[src/design/rwtd_pkg.sv]
// rwtd_pkg: shared types and x86 byte codes for the rip-relative write target decoder
// no dependencies; imported by rwtd_parser, rwtd_target and the top level

package rwtd_pkg;

	localparam int ADDR_W = 64;
	localparam int DISP_W = 32;
	localparam int LEN_W  = 4;   // holds any instruction length up to 15
	localparam int SEEN_W = 3;

	// legacy prefixes
	localparam logic [7:0] PFX_LOCK   = 8'hF0;
	localparam logic [7:0] PFX_REPNE  = 8'hF2;
	localparam logic [7:0] PFX_REP    = 8'hF3;
	localparam logic [7:0] PFX_CS     = 8'h2E;
	localparam logic [7:0] PFX_SS     = 8'h36;
	localparam logic [7:0] PFX_DS     = 8'h3E;
	localparam logic [7:0] PFX_ES     = 8'h26;
	localparam logic [7:0] PFX_FS     = 8'h64;
	localparam logic [7:0] PFX_GS     = 8'h65;
	localparam logic [7:0] PFX_OPSIZE = 8'h66;
	localparam logic [7:0] PFX_ADSIZE = 8'h67;

	localparam logic [7:0] REX_MASK = 8'hF0;
	localparam logic [7:0] REX_BASE = 8'h40;

	// opcodes
	localparam logic [7:0] OP_ESCAPE     = 8'h0F;
	localparam logic [7:0] OP_XADD       = 8'hC1;
	localparam logic [7:0] OP_MOV_RM_R   = 8'h89;
	localparam logic [7:0] OP_ADD_RM_R   = 8'h01;
	localparam logic [7:0] OP_MOV_RM_IMM = 8'hC7;
	localparam logic [7:0] OP_GRP1_IMM32 = 8'h81;
	localparam logic [7:0] OP_GRP1_IMM8  = 8'h83;
	localparam logic [7:0] OP_GRP5       = 8'hFF;

	// modrm fields
	localparam logic [7:0] MODRM_MODRM_MASK = 8'hC7;
	localparam logic [7:0] MODRM_RIP_DISP32 = 8'h05;
	localparam logic [7:0] MODRM_REG_MASK   = 8'h38;

	typedef enum logic [2:0] {
		PH_PREFIX,
		PH_OPCODE,
		PH_ESCAPE,
		PH_MODRM,
		PH_DISP,
		PH_TAIL
	} phase_t;

	// finished instruction handed from the parser to the target stage
	typedef struct packed {
		logic              hit;
		logic [ADDR_W-1:0] start;
		logic [LEN_W-1:0]  len;
		logic [DISP_W-1:0] disp;
	} decode_t;

endpackage

[src/design/rwtd_if.sv]
// rwtd_if: valid/ready channels for instruction bytes and decode reports
// no dependencies

interface rwtd_in_if;
	logic        valid;
	logic        ready;
	logic [7:0]  code_byte;
	logic [63:0] instruction_address;
	logic        last_byte;

	modport source (output valid, code_byte, instruction_address, last_byte, input ready);
	modport sink   (input valid, code_byte, instruction_address, last_byte, output ready);
endinterface

interface rwtd_out_if;
	logic        valid;
	logic        ready;
	logic        is_rip_write;
	logic [63:0] write_target;
	logic        hits_watched;

	modport source (output valid, is_rip_write, write_target, hits_watched, input ready);
	modport sink   (input valid, is_rip_write, write_target, hits_watched, output ready);
endinterface

[src/design/rwtd_parser.sv]
// rwtd_parser: per-byte instruction parse state and the first pipeline stage
// depends on rwtd_pkg and rwtd_in_if

module rwtd_parser #(
	parameter int MAX_INSTR_BYTES = 15
) (
	input  logic              clk,
	input  logic              arst_n,
	rwtd_in_if.sink           instr,
	input  logic              adv_s1,
	output logic              valid_s1,
	output rwtd_pkg::decode_t dec_s1
);
	import rwtd_pkg::*;

	phase_t              phase_q, phase_d;
	logic [LEN_W-1:0]    cnt_q, cnt_d;
	logic                any_reg_q, any_reg_d;
	logic [SEEN_W-1:0]   seen_q, seen_d;
	logic [DISP_W-1:0]   disp_q, disp_d;
	logic [ADDR_W-1:0]   start_q, start_d;
	logic                rej_q, rej_d;

	logic       take;
	logic       over_len;
	logic       blocked;
	logic       bad_byte;
	logic       is_prefix;
	logic       is_rex;
	logic       modrm_ok;
	logic       op_bad;
	logic       op_any;
	phase_t     op_phase;
	logic [7:0] b;

	assign b        = instr.code_byte;
	assign instr.ready = !valid_s1 || adv_s1;
	assign take     = instr.valid && instr.ready;

	assign over_len = cnt_q >= LEN_W'(MAX_INSTR_BYTES);
	assign blocked  = rej_q || over_len;
	assign cnt_d    = over_len ? cnt_q : cnt_q + LEN_W'(1);
	assign start_d  = (cnt_q == '0) ? instr.instruction_address : start_q;

	assign is_prefix = (b == PFX_LOCK) || (b == PFX_REPNE) || (b == PFX_REP) ||
		(b == PFX_CS) || (b == PFX_SS) || (b == PFX_DS) || (b == PFX_ES) ||
		(b == PFX_FS) || (b == PFX_GS) || (b == PFX_OPSIZE) || (b == PFX_ADSIZE);
	assign is_rex   = (b & REX_MASK) == REX_BASE;
	assign modrm_ok = ((b & MODRM_MODRM_MASK) == MODRM_RIP_DISP32) &&
		(any_reg_q || ((b & MODRM_REG_MASK) == 8'h00));

	// opcode decode, shared by the prefix and opcode phases
	always_comb begin
		op_phase = PH_MODRM;
		op_any   = any_reg_q;
		op_bad   = 1'b0;
		unique case (b)
			OP_ESCAPE: begin
				op_phase = PH_ESCAPE;
			end
			OP_MOV_RM_R, OP_ADD_RM_R: begin
				op_any = 1'b1;
			end
			OP_MOV_RM_IMM, OP_GRP1_IMM32, OP_GRP1_IMM8, OP_GRP5: begin
				op_any = 1'b0;
			end
			default: begin
				op_phase = phase_q;
				op_bad   = 1'b1;
			end
		endcase
	end

	// next phase
	always_comb begin
		phase_d   = phase_q;
		any_reg_d = any_reg_q;
		bad_byte  = 1'b0;
		if (!blocked) begin
			unique case (phase_q)
				PH_PREFIX: begin
					if (!is_prefix) begin
						if (is_rex) begin
							phase_d = PH_OPCODE;
						end else begin
							phase_d   = op_phase;
							any_reg_d = op_any;
							bad_byte  = op_bad;
						end
					end
				end
				PH_OPCODE: begin
					phase_d   = op_phase;
					any_reg_d = op_any;
					bad_byte  = op_bad;
				end
				PH_ESCAPE: begin
					if (b == OP_XADD) begin
						any_reg_d = 1'b1;
						phase_d   = PH_MODRM;
					end else begin
						bad_byte = 1'b1;
					end
				end
				PH_MODRM: begin
					if (modrm_ok) begin
						phase_d = PH_DISP;
					end else begin
						bad_byte = 1'b1;
					end
				end
				PH_DISP: begin
					if (seen_q == SEEN_W'(3)) begin
						phase_d = PH_TAIL;
					end
				end
				PH_TAIL: begin
					phase_d = PH_TAIL;
				end
				default: begin
					phase_d = phase_q;
				end
			endcase
		end
	end

	// displacement gathering and reject flag
	always_comb begin
		seen_d = seen_q;
		disp_d = disp_q;
		rej_d  = blocked || bad_byte;
		if (!blocked && phase_q == PH_MODRM && modrm_ok) begin
			seen_d = '0;
			disp_d = '0;
		end else if (!blocked && phase_q == PH_DISP) begin
			// little-endian: byte lands at lane seen
			disp_d = disp_q | (DISP_W'(b) << {seen_q[1:0], 3'b000});
			seen_d = seen_q + SEEN_W'(1);
		end
	end

	always_ff @(posedge clk or negedge arst_n) begin
		if (!arst_n) begin
			phase_q   <= PH_PREFIX;
			cnt_q     <= '0;
			any_reg_q <= 1'b0;
			seen_q    <= '0;
			disp_q    <= '0;
			start_q   <= '0;
			rej_q     <= 1'b0;
		end else if (take) begin
			if (instr.last_byte) begin
				phase_q   <= PH_PREFIX;
				cnt_q     <= '0;
				any_reg_q <= 1'b0;
				seen_q    <= '0;
				disp_q    <= '0;
				start_q   <= '0;
				rej_q     <= 1'b0;
			end else begin
				phase_q   <= phase_d;
				cnt_q     <= cnt_d;
				any_reg_q <= any_reg_d;
				seen_q    <= seen_d;
				disp_q    <= disp_d;
				start_q   <= start_d;
				rej_q     <= rej_d;
			end
		end
	end

	always_ff @(posedge clk or negedge arst_n) begin
		if (!arst_n) begin
			valid_s1 <= 1'b0;
		end else if (take && instr.last_byte) begin
			valid_s1 <= 1'b1;
		end else if (adv_s1) begin
			valid_s1 <= 1'b0;
		end
	end

	always_ff @(posedge clk) begin
		if (take && instr.last_byte) begin
			dec_s1.hit   <= !rej_d && (phase_d == PH_TAIL);
			dec_s1.start <= start_d;
			dec_s1.len   <= cnt_d;
			dec_s1.disp  <= disp_d;
		end
	end

endmodule

[src/design/rwtd_target.sv]
// rwtd_target: target address adder stage and the result register with the watch compare
// depends on rwtd_pkg and rwtd_out_if

module rwtd_target (
	input  logic                      clk,
	input  logic                      arst_n,
	input  logic                      valid_s1,
	input  rwtd_pkg::decode_t         dec_s1,
	input  logic [rwtd_pkg::ADDR_W-1:0] watched_address,
	output logic                      adv_s1,
	rwtd_out_if.source                report
);
	import rwtd_pkg::*;

	logic              valid_s2;
	logic              hit_s2;
	logic [ADDR_W-1:0] target_s2;
	logic [ADDR_W-1:0] sum;
	logic              adv_out;

	logic              valid_q;
	logic              is_rip_write_q;
	logic [ADDR_W-1:0] write_target_q;
	logic              hits_watched_q;

	assign adv_out = !valid_q || report.ready;
	assign adv_s1  = !valid_s2 || adv_out;

	// start + length + sign-extended disp32
	assign sum = dec_s1.start + ADDR_W'(dec_s1.len) +
		{{(ADDR_W-DISP_W){dec_s1.disp[DISP_W-1]}}, dec_s1.disp};

	always_ff @(posedge clk or negedge arst_n) begin
		if (!arst_n) begin
			valid_s2 <= 1'b0;
		end else if (adv_s1) begin
			valid_s2 <= valid_s1;
		end
	end

	always_ff @(posedge clk) begin
		if (adv_s1) begin
			hit_s2    <= dec_s1.hit;
			target_s2 <= dec_s1.hit ? sum : '0;
		end
	end

	always_ff @(posedge clk or negedge arst_n) begin
		if (!arst_n) begin
			valid_q <= 1'b0;
		end else if (adv_out) begin
			valid_q <= valid_s2;
		end
	end

	always_ff @(posedge clk) begin
		if (adv_out) begin
			is_rip_write_q <= hit_s2;
			write_target_q <= target_s2;
			hits_watched_q <= hit_s2 && (target_s2 == watched_address);
		end
	end

	assign report.valid        = valid_q;
	assign report.is_rip_write = is_rip_write_q;
	assign report.write_target = write_target_q;
	assign report.hits_watched = hits_watched_q;

endmodule

[src/design/rip_relative_write_target_decoder.sv]
// rip_relative_write_target_decoder: top level, watch register and the parse/target pipeline
// depends on rwtd_pkg, rwtd_if, rwtd_parser and rwtd_target
//
//   channel  direction  item                       accepted when
//   instr    sink       one instruction byte       instr.valid && instr.ready
//   report   source     one decode per instruction report.valid && report.ready
//   wr_*     sink       watched address write      wr_en
//
// one byte per cycle while instr.ready is high; a report moves through the stages below
// stages: parse state and decode register, target adder register, result register
// a stalled report fills the two stages behind it before instr.ready drops
// arst_n clears the parse state, all stage valids and the watched address

module rip_relative_write_target_decoder #(
	parameter int MAX_INSTR_BYTES = 15
) (
	input  logic        clk,
	input  logic        arst_n,
	rwtd_in_if.sink     instr,
	rwtd_out_if.source  report,
	input  logic        wr_en,
	input  logic [63:0] wr_data
);
	import rwtd_pkg::*;

	logic [ADDR_W-1:0] watched_address_q;
	logic              valid_s1;
	decode_t           dec_s1;
	logic              adv_s1;

	always_ff @(posedge clk or negedge arst_n) begin
		if (!arst_n) begin
			watched_address_q <= '0;
		end else if (wr_en) begin
			watched_address_q <= wr_data;
		end
	end

	rwtd_parser #(
		.MAX_INSTR_BYTES (MAX_INSTR_BYTES)
	) u_parser (
		.clk      (clk),
		.arst_n   (arst_n),
		.instr    (instr),
		.adv_s1   (adv_s1),
		.valid_s1 (valid_s1),
		.dec_s1   (dec_s1)
	);

	rwtd_target u_target (
		.clk             (clk),
		.arst_n          (arst_n),
		.valid_s1        (valid_s1),
		.dec_s1          (dec_s1),
		.watched_address (watched_address_q),
		.adv_s1          (adv_s1),
		.report          (report)
	);

endmodule

[src/flat_wrapper.sv]
// flat-port wrapper written by rule: the top's interface ports become plain ports
module rip_relative_write_target_decoder_flat import rwtd_pkg::*;
#(
	parameter int MAX_INSTR_BYTES = 15
)
  (clk, arst_n, wr_en, wr_data, instr_valid, instr_code_byte, instr_instruction_address, instr_last_byte, instr_ready, report_valid, report_is_rip_write, report_write_target, report_hits_watched, report_ready);
  rwtd_in_if instr_i ();
  rwtd_out_if report_i ();
  input  logic clk;
  input  logic arst_n;
  input  logic wr_en;
  input  logic [63:0] wr_data;
  input wire logic [$bits(instr_i.valid)-1:0] instr_valid;
  input wire logic [$bits(instr_i.code_byte)-1:0] instr_code_byte;
  input wire logic [$bits(instr_i.instruction_address)-1:0] instr_instruction_address;
  input wire logic [$bits(instr_i.last_byte)-1:0] instr_last_byte;
  output wire logic [$bits(instr_i.ready)-1:0] instr_ready;
  output wire logic [$bits(report_i.valid)-1:0] report_valid;
  output wire logic [$bits(report_i.is_rip_write)-1:0] report_is_rip_write;
  output wire logic [$bits(report_i.write_target)-1:0] report_write_target;
  output wire logic [$bits(report_i.hits_watched)-1:0] report_hits_watched;
  input wire logic [$bits(report_i.ready)-1:0] report_ready;
  assign instr_i.valid = instr_valid;
  assign instr_i.code_byte = instr_code_byte;
  assign instr_i.instruction_address = instr_instruction_address;
  assign instr_i.last_byte = instr_last_byte;
  assign instr_ready = instr_i.ready;
  assign report_valid = report_i.valid;
  assign report_is_rip_write = report_i.is_rip_write;
  assign report_write_target = report_i.write_target;
  assign report_hits_watched = report_i.hits_watched;
  assign report_i.ready = report_ready;
  rip_relative_write_target_decoder #(.MAX_INSTR_BYTES(MAX_INSTR_BYTES)) u_core (.clk(clk), .arst_n(arst_n), .instr(instr_i), .report(report_i), .wr_en(wr_en), .wr_data(wr_data));
endmodule
[config.mk]
export PLATFORM = sky130hd
export DESIGN_NAME = rip_relative_write_target_decoder_flat
export DESIGN_NICKNAME = d
export VERILOG_FILES = /design/src/design/rwtd_pkg.sv /design/src/design/rwtd_if.sv /design/src/design/rwtd_parser.sv /design/src/design/rwtd_target.sv /design/src/design/rip_relative_write_target_decoder.sv /design/src/flat_wrapper.sv
export SDC_FILE = /design/constraint.sdc
export NUM_CORES = 1
export LEC_CHECK = 0
export BUFFER_PORTS_ARGS = -buffer_cell sky130_fd_sc_hd__buf_2
export CORE_UTILIZATION = 45
export DETAILED_ROUTE_END_ITERATION = 16
export PLACE_DENSITY_LB_ADDON = 0.3
export REMOVE_ABC_BUFFERS = 1
export SYNTH_ARGS = -nofsm -noshare
export SYNTH_HDL_FRONTEND = slang
export SYNTH_SLANG_ARGS = --single-unit
[constraint.sdc]
create_clock -name clk -period 4.3 [get_ports clk]
set_clock_uncertainty 0.1 [all_clocks]
set_input_delay 0.215 -clock clk [delete_from_list [all_inputs] [get_ports clk]]
set_output_delay 0.215 -clock clk [all_outputs]
set_load 0.03 [all_outputs]
==> flow_summary.toml <==
[setup_path]
path_class = "reg -> reg"
cp_max_fo = 4
cp_slowest_cell = "fa_1"
critPathLaunchType = "flop"
critical_path_buf_inv_count = 1
worstPathRequired_ns = 4.52
cp-end-kind = "flop"
critPathTopFamily = "compound AO/OA/AOI/OAI gates"
cpMostUsedCell = "fa_1"
cpPeakStageDelay_ns = 0.55
crit_chain = "fa_1, ha_1, inv_1, fa_1, nor2b_1, o2111ai_2, a31oi_4, a221oi_4, a2111o_1, and3_1, o221ai_1, a41oi_1, mux2i_1"
arrival_ns = 4.35

[synthesis]
synth_cell_types = 74
synthXorXnorAreaFrac_pct = 3.45
synth-simple-area-share_pct = 11.0
ys_warn_count = 0
ys_seq_elements = 407
synthArstFlopShare_pct = 43.0
ys_seq_area_share_pct = 54.4
synth_top_area_share_pct = 33.4
yosysMostFrequentCell = "edfxtp_1"
synth_adder_area_share_pct = 7.99
syn_inst = 1851
synth_area_leaders = "edfxtp_1 (33%), dfrtp_1 (21%), ha_1 (7.5%)"
synthFlopType = "edfxtp_1"
synth_top_family_by_area = "compound AO/OA/AOI/OAI gates"
syn_area_mm2 = 0.0208
synth_compound_area_share_pct = 14.1
synthMuxAreaShare_pct = 6.29
synth-edff-count = 232
synthTopCellsByCount = "edfxtp_1 (232), nand2_1 (224), dfrtp_1 (175)"
syn_avg_cell_area_um2 = 11.3
yosysTopAreaCell = "edfxtp_1"

[hold_path]
min_path_type = "in -> reg"

[final_layout]
multi_input_area_mm2 = 0.00896
syn_to_final_growth_pct = 22.2
layout.nets = 2448
fill_cells = 3742
diodes = 0
register_area_mm2 = 0.0113
drive_gt1_share_pct = 20.2

[routing]
first_pass_iters = 5
ant_nets = 0
wl_per_cell_um = 19.8
dr_total_vias = 15700
routed_wl_um = 55800
post-route-drc-count = 0
initialDrtViolationCount = 1265
vias_per_cell = 5.57

[timing]
setup_slack_ns = 0.175
slew_headroom_pct = 36.3
min_period_ns = 4.12
drv_slew = 0
worst_hold_slack_ns = 0.0852
hold_viol_final = 0
rsz0062_at_grt = "no"
worst_slew_pin_slew_ns = 0.956
setup_violations = 0
timing.final.crit_share_pct = 95.9
fmax_ghz = 0.242

[die]
ioPinCount = 210
die_area_mm2 = 0.0472
row_count = 78
core-area_mm2 = 0.0456
dieHeight_um = 217
die_w_um = 217
initial_utilization_pct = 45.7

[job]
maxCapViolCount = 0

[cts]
htree_levels = 2
clockRootBuffer = "clkbuf_16"
clkSinkCount = 407
clk_pin_slew_worst_paths_ns = 0.06
clkLatencyLatePin_ns = 0.58
cts_tree = "done"
numCtsBuffers = 44
clk_path_buf_depth = 3

[run_status]
outcome = "completed"

[global_routing]
antenna_found_initial = 0
overflow = 0
grt_start_max_net_pins = 90
grt_pass1_wl_um = 87400
grt_pass1_vias = 15300
track_usage_pct = 23.8

[place]
io_buffers = 209
gp_congestion = 0.942
post-place-ws_ns = 0.206
dp_hpwl_um = 39600

[power]
ir_drop_v = 0.000310
p_leak_nw = 11.1
power_density_mw_per_mm2 = 449
power_mw = 11.4
-- kinds of logic (layout without fill, tap and decap cells) --
group	count (synthesis)	count (layout)
AND/OR/NAND/NOR	516	516
AO/OA/AOI/OAI	450	450
flip-flops	407	407
buffers and inverters	149	510
adder cells (fa/ha/maj)	130	130
multiplexers	117	117
XOR/XNOR	82	82
-- final timing paths --
path	startpoint	endpoint	slack, ns	depth (start not counted)
max reg2reg	u_core.u_parser.dec_s1[1]$_DFFE_PP_	u_core.u_target.target_s2[61]$_SDFFCE_PN0P_	0.18	13
max in group asynchronous	arst_n	u_core.u_parser.disp_q[17]$_DFFE_PN0P_	2.86	3
min in group asynchronous	arst_n	u_core.u_parser.disp_q[3]$_DFFE_PN0P_	0.14	3
min reg2reg	u_core.u_target.target_s2[17]$_SDFFCE_PN0P_	u_core.u_target.report.write_target[17]$_DFFE_PP_	0.36	0
max	u_core.u_parser.dec_s1[1]$_DFFE_PP_	u_core.u_target.target_s2[61]$_SDFFCE_PN0P_	0.18	13
min	instr_code_byte[0]	u_core.u_parser.dec_s1[16]$_DFFE_PP_	0.09	3
-- power by group --
part	switching [mW]	total (mW)	internal, mW
registers	0.313	5.01	4.70
logic	1.45	2.40	0.949
clock network	1.57	4.02	2.45
-- final cells by class --
class,instances,share of cell area (%)
Clock buffer,62,5.19
Clock inverter,20,0.933
Inverter,58,0.860
Multi-Input combinational cell,1295,35.2
Sequential cell,407,44.5
Tap cell,600,2.95
Timing Repair Buffer,370,10.4
-- sequential cells by signal (all words and copies together) (netlist names) --
register                             count
u_core.u_parser.seen_q                   3
u_core.u_parser.cnt_q                    4
u_core.u_parser.valid_s1                 1
u_core.u_target.report.valid             1
u_core.watched_address_q                64
u_core.u_target.target_s2               64
u_core.u_target.hit_s2                   1
u_core.u_parser.disp_q                  32
u_core.u_target.report.hits_watched      1
u_core.u_parser.any_reg_q                1
u_core.u_parser.start_q                 64
u_core.u_parser.rej_q                    1
u_core.u_parser.phase_q                  3
u_core.u_target.report.write_target     64
u_core.u_parser.dec_s1                 101
u_core.u_target.report.is_rip_write      1
u_core.u_target.valid_s2                 1
-- worst min-delay path, stage by stage --
cell and delay (ns):
buf_2 0.16, a21oi_1 0.14, nor2_1 0.07
-- stage by stage --
| stage | cell area [µm²] | utilization [%] | std cells | TNS, ns |
|---|---|---|---|---|
| 5_1_grt | 25500 | 55.9 | 2812 | 0 |
| 3_3_place_gp | 22600 | 49.5 | 2598 | 0 |
| 4_1_cts | 25500 | 55.9 | 2812 | 0 |
| 3_5_place_dp | 22600 | 49.5 | 2598 | 0 |
| 6_report | 25500 | 55.9 | 2812 | 0 |
| 2_1_floorplan | 20500 | - | 1760 | -336.63 |
-- layout by cell type, fill, tap and decap left out, drive strengths merged, types with 47 or more instances in the layout --
cell type and count:
a21oi 117, buf 238, clkbuf 62, dfrtp 175, dlygate4sd3 132, edfxtp 232, ha 125, inv 58
mux2 111, nand2 224, nor2 133, o21ai 132, xnor2 47
-- per-layer routing --
metal  share of wire (%)  GRT usage (%)
met1                  47           34.9
met2                  45           37.6
met3                 5.4           3.26
met4                 1.7           5.21
met5                   0              0
-- repair_timing --
| item | in CTS | in global routing |
|---|---|---|
| endpoints found under the hold margin | 310 | 0 |
| buffers inserted | 0 | 0 |
| endpoints found under the setup margin | 0 | 2 |
| gates resized for setup | 0 | 2 |
| hold buffers | 132 | 0 |
No activity file was read; power rests on OpenSTA's default activity.
